$ cat src/rtl/lru_key_value_cache_defines.svh
// Assertion macros shared by the cache RTL.
`ifndef LRU_KEY_VALUE_CACHE_DEFINES_SVH
`define LRU_KEY_VALUE_CACHE_DEFINES_SVH

// Same-cycle implication, checked outside reset.
`define LKV_ASSERT_IMPL(label, ante, cons, msg) \
    label: assert property (@(posedge aclk) disable iff (!aresetn) (ante) |-> (cons)) \
        else $error(msg);

// Next-cycle implication, checked outside reset.
`define LKV_ASSERT_NEXT(label, ante, cons, msg) \
    label: assert property (@(posedge aclk) disable iff (!aresetn) (ante) |=> (cons)) \
        else $error(msg);

`endif

$ cat src/rtl/lru_kv_pkg.sv
// Shared constants and types for the LRU key-value cache.
`timescale 1ns / 1ps
package lru_kv_pkg;

    localparam int DEF_ENTRIES  = 16;
    localparam int DEF_KEY_BITS = 16;

    localparam int CAP_W     = 5;
    localparam int CAP_RESET = 16;
    localparam int IN_KEY_W  = 16;
    localparam int VALUE_W   = 32;

    localparam logic [VALUE_W-1:0] MISS_VALUE = '1;

    localparam logic CMD_GET = 1'b0;
    localparam logic CMD_PUT = 1'b1;

    typedef enum logic [1:0] {
        UPD_NONE,
        UPD_HIT,
        UPD_EVICT,
        UPD_FILL
    } upd_mode_t;

    // update broadcast to every cell
    typedef struct packed {
        upd_mode_t mode;
        logic      wr_value;
    } upd_cmd_t;

endpackage

$ cat src/rtl/lru_kv_cell.sv
// One cache entry: key/value store, recency rank, and a stage of the search chain.
`timescale 1ns / 1ps
module lru_kv_cell #(
    parameter int ENTRIES  = lru_kv_pkg::DEF_ENTRIES,
    parameter int KEY_BITS = lru_kv_pkg::DEF_KEY_BITS,
    parameter int IDX      = 0,
    localparam int RANK_W  = (ENTRIES > 1) ? $clog2(ENTRIES) : 1,
    localparam int CNT_W   = $clog2(ENTRIES + 1)
) (
    input  logic                            aclk,
    input  logic                            aresetn,
    input  logic [KEY_BITS-1:0]             key_in,
    input  logic [lru_kv_pkg::VALUE_W-1:0]  value_in,
    input  lru_kv_pkg::upd_cmd_t            upd,
    input  logic [RANK_W-1:0]               limit,
    input  logic [CNT_W-1:0]                count,
    input  logic                            chain_hit_i,
    input  logic [RANK_W-1:0]               chain_rank_i,
    input  logic [lru_kv_pkg::VALUE_W-1:0]  chain_value_i,
    output logic                            chain_hit_o,
    output logic [RANK_W-1:0]               chain_rank_o,
    output logic [lru_kv_pkg::VALUE_W-1:0]  chain_value_o,
    output logic                            match_o
);

    logic                           valid_reg;
    logic [KEY_BITS-1:0]            key_reg;
    logic [lru_kv_pkg::VALUE_W-1:0] value_reg;
    logic [RANK_W-1:0]              rank_reg;
    logic                           hit_reg;
    logic [RANK_W-1:0]              hit_rank_reg;
    logic [lru_kv_pkg::VALUE_W-1:0] hit_value_reg;

    logic match;
    logic target;
    logic age;

    assign match   = valid_reg && (key_reg == key_in);
    assign match_o = match;

    always_comb begin
        target = 1'b0;
        age    = 1'b0;
        unique case (upd.mode)
            lru_kv_pkg::UPD_HIT: begin
                target = match;
                age    = valid_reg && !match && (rank_reg < limit);
            end
            lru_kv_pkg::UPD_EVICT: begin
                target = valid_reg && (rank_reg == limit);
                age    = valid_reg && !target && (rank_reg < limit);
            end
            lru_kv_pkg::UPD_FILL: begin
                target = (CNT_W'(IDX) == count);
                age    = valid_reg && !target;
            end
            default: begin
                target = 1'b0;
                age    = 1'b0;
            end
        endcase
    end

    always_ff @(posedge aclk) begin
        if (!aresetn) begin
            valid_reg <= 1'b0;
            rank_reg  <= '0;
            hit_reg   <= 1'b0;
        end else begin
            // search chain: OR this entry's hit into the word from the left
            hit_reg       <= chain_hit_i | match;
            hit_rank_reg  <= chain_rank_i | (match ? rank_reg : '0);
            hit_value_reg <= chain_value_i | (match ? value_reg : '0);

            if (target) begin
                rank_reg <= '0;
                if (upd.mode == lru_kv_pkg::UPD_FILL) begin
                    valid_reg <= 1'b1;
                end
                if (upd.mode != lru_kv_pkg::UPD_HIT) begin
                    key_reg <= key_in;
                end
                if (upd.wr_value || upd.mode != lru_kv_pkg::UPD_HIT) begin
                    value_reg <= value_in;
                end
            end else if (age) begin
                rank_reg <= rank_reg + RANK_W'(1);
            end
        end
    end

    assign chain_hit_o   = hit_reg;
    assign chain_rank_o  = hit_rank_reg;
    assign chain_value_o = hit_value_reg;

endmodule

$ cat src/rtl/lru_key_value_cache.sv
// Top level of the fully associative LRU key-value cache.
`timescale 1ns / 1ps
// Fully associative key-value cache with least-recently-used replacement.
// Input channel s_axis: tuser is the command (0 get, 1 put), tdata holds the
// key and the value to store. Output channel m_axis: one word per get, tuser
// is the found flag, tdata the stored value or all ones on a miss. A put
// gives no output word.
// cfg_wr_en/cfg_wr_data set the capacity (0 acts as 1, above ENTRIES as
// ENTRIES); write it only while the cache is idle.
// An item is accepted, then the search word ripples through the row of
// entry cells one register per cell, and then all cells update their ranks
// in parallel. A get's word appears on m_axis the cycle after that update.
// One item is in flight at a time; the next is taken once the update is
// done.
// If the receiver stalls, the result waits in the output register; a new item
// is still accepted and searched, and a get holds in its update cycle until
// the output register is free.
// Reset empties the cache and sets the capacity to 16.
`include "lru_key_value_cache_defines.svh"
module lru_key_value_cache #(
    parameter int ENTRIES  = lru_kv_pkg::DEF_ENTRIES,
    parameter int KEY_BITS = lru_kv_pkg::DEF_KEY_BITS
) (
    input  logic        aclk,
    input  logic        aresetn,
    input  logic        s_axis_tvalid,
    output logic        s_axis_tready,
    input  logic [47:0] s_axis_tdata,  // [15:0] lookup_key, [47:16] new_value
    input  logic        s_axis_tuser,  // [0] cmd
    output logic        m_axis_tvalid,
    input  logic        m_axis_tready,
    output logic [31:0] m_axis_tdata,  // [31:0] read_value
    output logic        m_axis_tuser,  // [0] found
    input  logic        cfg_wr_en,
    input  logic [lru_kv_pkg::CAP_W-1:0] cfg_wr_data
);

    localparam int RANK_W = (ENTRIES > 1) ? $clog2(ENTRIES) : 1;
    localparam int CNT_W  = $clog2(ENTRIES + 1);
    localparam int CMP_W  = (CNT_W > lru_kv_pkg::CAP_W) ? CNT_W : lru_kv_pkg::CAP_W;
    localparam int VW     = lru_kv_pkg::VALUE_W;

    typedef enum logic [1:0] {
        S_IDLE,
        S_SEARCH,
        S_UPD
    } state_t;

    state_t                         state_reg;
    logic [RANK_W-1:0]              scnt_reg;
    logic                           cmd_reg;
    logic [KEY_BITS-1:0]            key_reg;
    logic [VW-1:0]                  val_reg;
    logic [CNT_W-1:0]               count_reg;
    logic [lru_kv_pkg::CAP_W-1:0]   cap_reg;
    logic                           m_valid_reg;
    logic                           m_found_reg;
    logic [VW-1:0]                  m_data_reg;

    logic [KEY_BITS+lru_kv_pkg::IN_KEY_W-1:0] key_ext;
    logic [CMP_W-1:0]               cap_eff;
    logic [CNT_W-1:0]               count_dec;
    logic [RANK_W-1:0]              last_rank;
    logic                           out_free;
    logic                           go;
    lru_kv_pkg::upd_cmd_t           upd;
    logic [RANK_W-1:0]              limit;

    logic              chain_hit   [0:ENTRIES];
    logic [RANK_W-1:0] chain_rank  [0:ENTRIES];
    logic [VW-1:0]     chain_value [0:ENTRIES];
    logic [ENTRIES-1:0] match_vec;

    assign key_ext = {{KEY_BITS{1'b0}}, s_axis_tdata[15:0]};

    always_comb begin
        if (cap_reg == '0) begin
            cap_eff = CMP_W'(1);
        end else if (CMP_W'(cap_reg) > CMP_W'(ENTRIES)) begin
            cap_eff = CMP_W'(ENTRIES);
        end else begin
            cap_eff = CMP_W'(cap_reg);
        end
    end

    assign count_dec = count_reg - CNT_W'(1);
    assign last_rank = count_dec[RANK_W-1:0];
    assign out_free  = !m_valid_reg || m_axis_tready;

    always_comb begin
        upd.mode     = lru_kv_pkg::UPD_NONE;
        upd.wr_value = 1'b0;
        limit        = chain_rank[ENTRIES];
        go           = 1'b0;
        if (state_reg == S_UPD) begin
            if (cmd_reg == lru_kv_pkg::CMD_GET) begin
                go = out_free;
                if (go && chain_hit[ENTRIES]) begin
                    upd.mode = lru_kv_pkg::UPD_HIT;
                end
            end else begin
                go = 1'b1;
                priority if (chain_hit[ENTRIES]) begin
                    upd.mode     = lru_kv_pkg::UPD_HIT;
                    upd.wr_value = 1'b1;
                end else if (CMP_W'(count_reg) >= cap_eff) begin
                    upd.mode = lru_kv_pkg::UPD_EVICT;
                    limit    = last_rank;
                end else begin
                    upd.mode = lru_kv_pkg::UPD_FILL;
                end
            end
        end
    end

    assign chain_hit[0]   = 1'b0;
    assign chain_rank[0]  = '0;
    assign chain_value[0] = '0;

    for (genvar i = 0; i < ENTRIES; i++) begin : g_cell
        lru_kv_cell #(
            .ENTRIES  (ENTRIES),
            .KEY_BITS (KEY_BITS),
            .IDX      (i)
        ) u_cell (
            .aclk          (aclk),
            .aresetn       (aresetn),
            .key_in        (key_reg),
            .value_in      (val_reg),
            .upd           (upd),
            .limit         (limit),
            .count         (count_reg),
            .chain_hit_i   (chain_hit[i]),
            .chain_rank_i  (chain_rank[i]),
            .chain_value_i (chain_value[i]),
            .chain_hit_o   (chain_hit[i+1]),
            .chain_rank_o  (chain_rank[i+1]),
            .chain_value_o (chain_value[i+1]),
            .match_o       (match_vec[i])
        );
    end

    always_ff @(posedge aclk) begin
        if (!aresetn) begin
            state_reg   <= S_IDLE;
            scnt_reg    <= '0;
            count_reg   <= '0;
            cap_reg     <= lru_kv_pkg::CAP_W'(lru_kv_pkg::CAP_RESET);
            m_valid_reg <= 1'b0;
        end else begin
            if (cfg_wr_en) begin
                cap_reg <= cfg_wr_data;
            end
            if (state_reg == S_UPD && go && cmd_reg == lru_kv_pkg::CMD_GET) begin
                m_valid_reg <= 1'b1;
            end else if (m_axis_tready) begin
                m_valid_reg <= 1'b0;
            end
            unique case (state_reg)
                S_IDLE: begin
                    if (s_axis_tvalid) begin
                        cmd_reg   <= s_axis_tuser;
                        key_reg   <= key_ext[KEY_BITS-1:0];
                        val_reg   <= s_axis_tdata[47:16];
                        scnt_reg  <= RANK_W'(ENTRIES - 1);
                        state_reg <= S_SEARCH;
                    end
                end
                S_SEARCH: begin
                    if (scnt_reg == '0) begin
                        state_reg <= S_UPD;
                    end else begin
                        scnt_reg <= scnt_reg - RANK_W'(1);
                    end
                end
                S_UPD: begin
                    if (go) begin
                        state_reg <= S_IDLE;
                        if (upd.mode == lru_kv_pkg::UPD_FILL) begin
                            count_reg <= count_reg + CNT_W'(1);
                        end
                        if (cmd_reg == lru_kv_pkg::CMD_GET) begin
                            m_found_reg <= chain_hit[ENTRIES];
                            m_data_reg  <= chain_hit[ENTRIES] ? chain_value[ENTRIES]
                                                              : lru_kv_pkg::MISS_VALUE;
                        end
                    end
                end
                default: begin
                    state_reg <= S_IDLE;
                end
            endcase
        end
    end

    assign s_axis_tready = (state_reg == S_IDLE);
    assign m_axis_tvalid = m_valid_reg;
    assign m_axis_tuser  = m_found_reg;
    assign m_axis_tdata  = m_data_reg;

    // keys are unique among valid entries
    `LKV_ASSERT_IMPL(a_single_match, state_reg == S_SEARCH, $onehot0(match_vec),
        "more than one entry matches the key")
    `LKV_ASSERT_IMPL(a_count_bound, 1'b1, CMP_W'(count_reg) <= CMP_W'(ENTRIES),
        "valid count exceeds entry count")
    `LKV_ASSERT_IMPL(a_fill_below_cap, upd.mode == lru_kv_pkg::UPD_FILL,
        CMP_W'(count_reg) < cap_eff, "fill issued with the cache at capacity")
    `LKV_ASSERT_NEXT(a_accept_starts_search, s_axis_tvalid && s_axis_tready,
        state_reg == S_SEARCH, "accepted word did not start a search")
    `LKV_ASSERT_NEXT(a_get_gives_word, state_reg == S_UPD && go && cmd_reg == lru_kv_pkg::CMD_GET,
        m_axis_tvalid, "get finished without an output word")

endmodule
$ cat config.mk
export PLATFORM = sky130hd
export DESIGN_NAME = lru_key_value_cache
export DESIGN_NICKNAME = d
export VERILOG_FILES = /design/src/rtl/lru_kv_pkg.sv /design/src/rtl/lru_kv_cell.sv /design/src/rtl/lru_key_value_cache.sv
export VERILOG_INCLUDE_DIRS = /design/src /design/src/rtl
export SDC_FILE = /design/constraint.sdc
export NUM_CORES = 2
export LEC_CHECK = 0
export BUFFER_PORTS_ARGS = -buffer_cell sky130_fd_sc_hd__clkbuf_2
export CAP_MARGIN = 20
export CORE_AREA = 2 2 259 517
export DETAILED_ROUTE_END_ITERATION = 8
export DIE_AREA = 0 0 261 519
export SLEW_MARGIN = 20
export SYNTH_ARGS = -nofsm -noshare
export SYNTH_HDL_FRONTEND = slang
export SYNTH_SLANG_ARGS = --single-unit
$ cat constraint.sdc
create_clock -name aclk -period 4.87 [get_ports aclk]
set_input_delay 0.2435 -clock aclk [delete_from_list [all_inputs] [get_ports aclk]]
set_output_delay 0.2435 -clock aclk [all_outputs]
set_load 0.01 [all_outputs]
==> impl_metrics.tcl <==
set metrics [dict create \
    cts_setup_buffers 0 \
    post_drt_wl_per_cell_um 19.1 \
    synth.most_common_cell "edfxtp_1" \
    p_total_mw 26.4 \
    cts_tree "built" \
    fin_cells 5586 \
    vias 29120 \
    grt-ovfl-total 0 \
    synthCells 3472 \
    place_area_um2 62100 \
    yosys-top-cells-count "1426 x edfxtp_1, 543 x a21o_1, 189 x xnor2_1" \
    synthArstFlopShare 0 \
    synth_top_cell_area_share 0.728 \
    htree_levels 4 \
    end_kind "flop" \
    synth_ff_type "edfxtp_1" \
    pwr-share-comb 0.027 \
    grt_antenna_before_repair 0 \
    ys_types 83 \
    max_clock_freq_mhz 222 \
    drcViolationCount 0 \
    p_sw_mw 5.22 \
    drt-total-wl_mm 107 \
    initialDrtViolationCount 1751 \
    crit_fanout 9 \
    cpMaxStageDelayCell "mux2_2" \
    power_density_nw_per_um2 392 \
    max_slew_margin 0.313 \
    synth-edff-count 1426 \
    core-area_um2 132000 \
    power.internal_mw 21.2 \
    crit_path_max_incr_delay_ps 570 \
    r2r_slack_ps 360 \
    cp_common_cell "nor2_1" \
    num_rows 189 \
    diodes 0 \
    die-area_um2 135000 \
    p_leak_nw 24.8 \
    ir_drop_uv 399 \
    criticalPathCategory "flop to flop" \
    netSwitchingFraction 0.198 \
    finClkSkew_ps 23.5 \
    required_ps 5510 \
    worst_pin_slew_ps 1030 \
    fillers 10781 \
    fin_setup_tns_ps 0 \
    clock_latency_ps 760 \
    grt_max_degree 189 \
    path_cells "nor3_1 > nor2_1 > nor2_1 > ha_1 > nand2b_1 > a21o_1 > a21oi_1 > o21ai_0 > o211ai_1 > mux2_2 > buf_4 > ha_1 > nand4_1 > nor2_1 > o41ai_1 > o2111ai_2 > or3_1 > a221oi_1" \
    max_cap_viol_count 0 \
    num_io_pins 94 \
    nets 3916 \
    rr_startpoint "cap_reg[1]$_SDFFE_PN0P_" \
    ys_ff_latch 1539 \
    min_from "s_axis_tdata[11]" \
    r2r_end "g_cell[11].u_cell.rank_reg[3]$_SDFFE_PP0P_" \
    worstHoldEndpoint "key_reg[11]$_DFFE_PP_" \
    die_x_um 261 \
    netlist_area_um2 58800 \
    clock_path_buffers 3 \
    reg2reg_depth 18 \
    synth_top_area_cell "edfxtp_1" \
    drt_pass1_iterations 5 \
    dp_hpwl_mm 69.6 \
    grt_use_total 0.161 \
    hold_viol 0 \
    ys_warn_count 0 \
    status "complete, no violations" \
    timing.final.crit_share 0.926 \
    crit_family "compound AO/OA/AOI/OAI gates" \
    root_buffer "clkbuf_16" \
    cp_data_arrival_time_ps 5150 \
    placedCellCount 5276 \
    p_seq_frac 0.565 \
    portBuffers 93 \
    fin_area_um2 67200 \
    syn_nets 3628 \
    min_period_ps 4510 \
    clkPwrFrac 0.408 \
    slew_violations 0 \
    yosys-top-cells-area "edfxtp_1 73%, a21o_1 6.9%, dfxtp_1 3.8%" \
    whs_path_depth 2 \
    clock_sinks 1539 \
    ant_nets 0 \
    yosysSeqAreaShare 0.767 \
    syn_area_per_cell_um2 16.9 \
    vias_per_cell 5.21 \
    critPathLaunchType "flop" \
    cts_made_buffers 138 \
    holdCritPathClass "primary input to flop" \
    path_buf_inv 1 \
    grt_pass1_vias 29843 \
    setup_viol 0 \
    rsz0062_at_grt "no" \
    start_util 0.446 \
    die_height_um 519 \
    path_clk_slew_ps 60 \
    gp_congestion 0.869 \
    drive_gt1_frac 0.126 \
    synthToLayoutAreaGrowth_pct 14.3 \
    grt_pass1_wl_mm 169 \
]
[metal layers]
metal,GRT usage,share of wire
met4,0.0588,0.031
met3,0.0268,0.039
met2,0.264,0.49
met5,0,0
met1,0.215,0.45
[final cells by class]
cell class,count,area [um2],share of cell area
sequential,1539,45100,0.671
clock inverter,76,828,0.0123
timing repair buffer,286,2380,0.0354
tap,1719,2150,0.0320
inverter,60,225,0.00335
multi-input combinational,1735,12900,0.192
clock buffer,171,3670,0.0546
[cell usage in the layout, fill, tap and decap left out, types with 55 or more instances in the layout]
| master | netlist | final |
|---|---|---|
| edfxtp_1 | 1426 | 1426 |
| a21o_1 | 543 | 543 |
| xnor2_1 | 189 | 189 |
| clkbuf_16 | 0 | 142 |
| dfxtp_1 | 113 | 113 |
| buf_4 | 20 | 106 |
| ha_1 | 97 | 97 |
| nor2_1 | 111 | 92 |
| clkbuf_2 | 0 | 92 |
| nand3_1 | 74 | 74 |
| nand2_1 | 69 | 69 |
| xor2_1 | 67 | 67 |
| a21oi_1 | 65 | 64 |
| dlygate4sd3_1 | 0 | 63 |
| inv_1 | 57 | 57 |
| o21ai_0 | 57 | 57 |
| and3_1 | 56 | 56 |
| nand4_1 | 55 | 55 |
[how the worst max path moves through the flow]
stage,slack (ps),endpoint,cells past startpoint,startpoint
final,360,g_cell[11].u_cell.rank_reg[3]$_SDFFE_PP0P_,18,cap_reg[1]$_SDFFE_PN0P_
after global routing,50,g_cell[11].u_cell.rank_reg[3]$_SDFFE_PP0P_,16,count_reg[0]$_SDFFE_PN0P_
after CTS,380,g_cell[11].u_cell.rank_reg[3]$_SDFFE_PP0P_,18,cap_reg[1]$_SDFFE_PN0P_
after detailed placement,420,g_cell[11].u_cell.rank_reg[3]$_SDFFE_PP0P_,18,cap_reg[1]$_SDFFE_PN0P_
after global placement,440,g_cell[10].u_cell.value_reg[10]$_DFFE_PP_,16,cap_reg[1]$_SDFFE_PN0P_
after floorplan,390,g_cell[11].u_cell.value_reg[0]$_DFFE_PP_,16,cap_reg[1]$_SDFFE_PN0P_
[power by group through the flow]
stage	clock network (mW)	logic, mW	registers (mW)
2_1_floorplan	0	0.401	15.1
3_3_place_gp	0	0.653	15.2
3_5_place_dp	0	0.671	15.2
4_1_cts	11.1	0.720	14.9
5_1_grt	11.5	0.790	14.9
6_report	10.8	0.710	14.9
[cells by family after synthesis]
family	after synthesis	share of synthesized area
flip-flops	1539	0.767
AO/OA/AOI/OAI	809	0.102
AND/OR/NAND/NOR	549	0.0507
XOR/XNOR	259	0.0390
buffers and inverters	198	0.0176
adder cells (fa/ha/maj)	97	0.0206
multiplexers	21	0.00372
[metrics by stage]
step	hold slack [ps]	worst slack, ps	utilization
after CTS	128	377	0.509
final	194	360	0.509
after global placement	420	436	0.471
after global routing	152	51.9	0.509
after floorplan	342	390	-
after detailed placement	422	416	0.471
[timing repair]
item                      CTS  global route
hold buffers               63             0
hold endpoints to repair  102             0
resized for setup           0             0
Power figures use the tool's default switching activity.
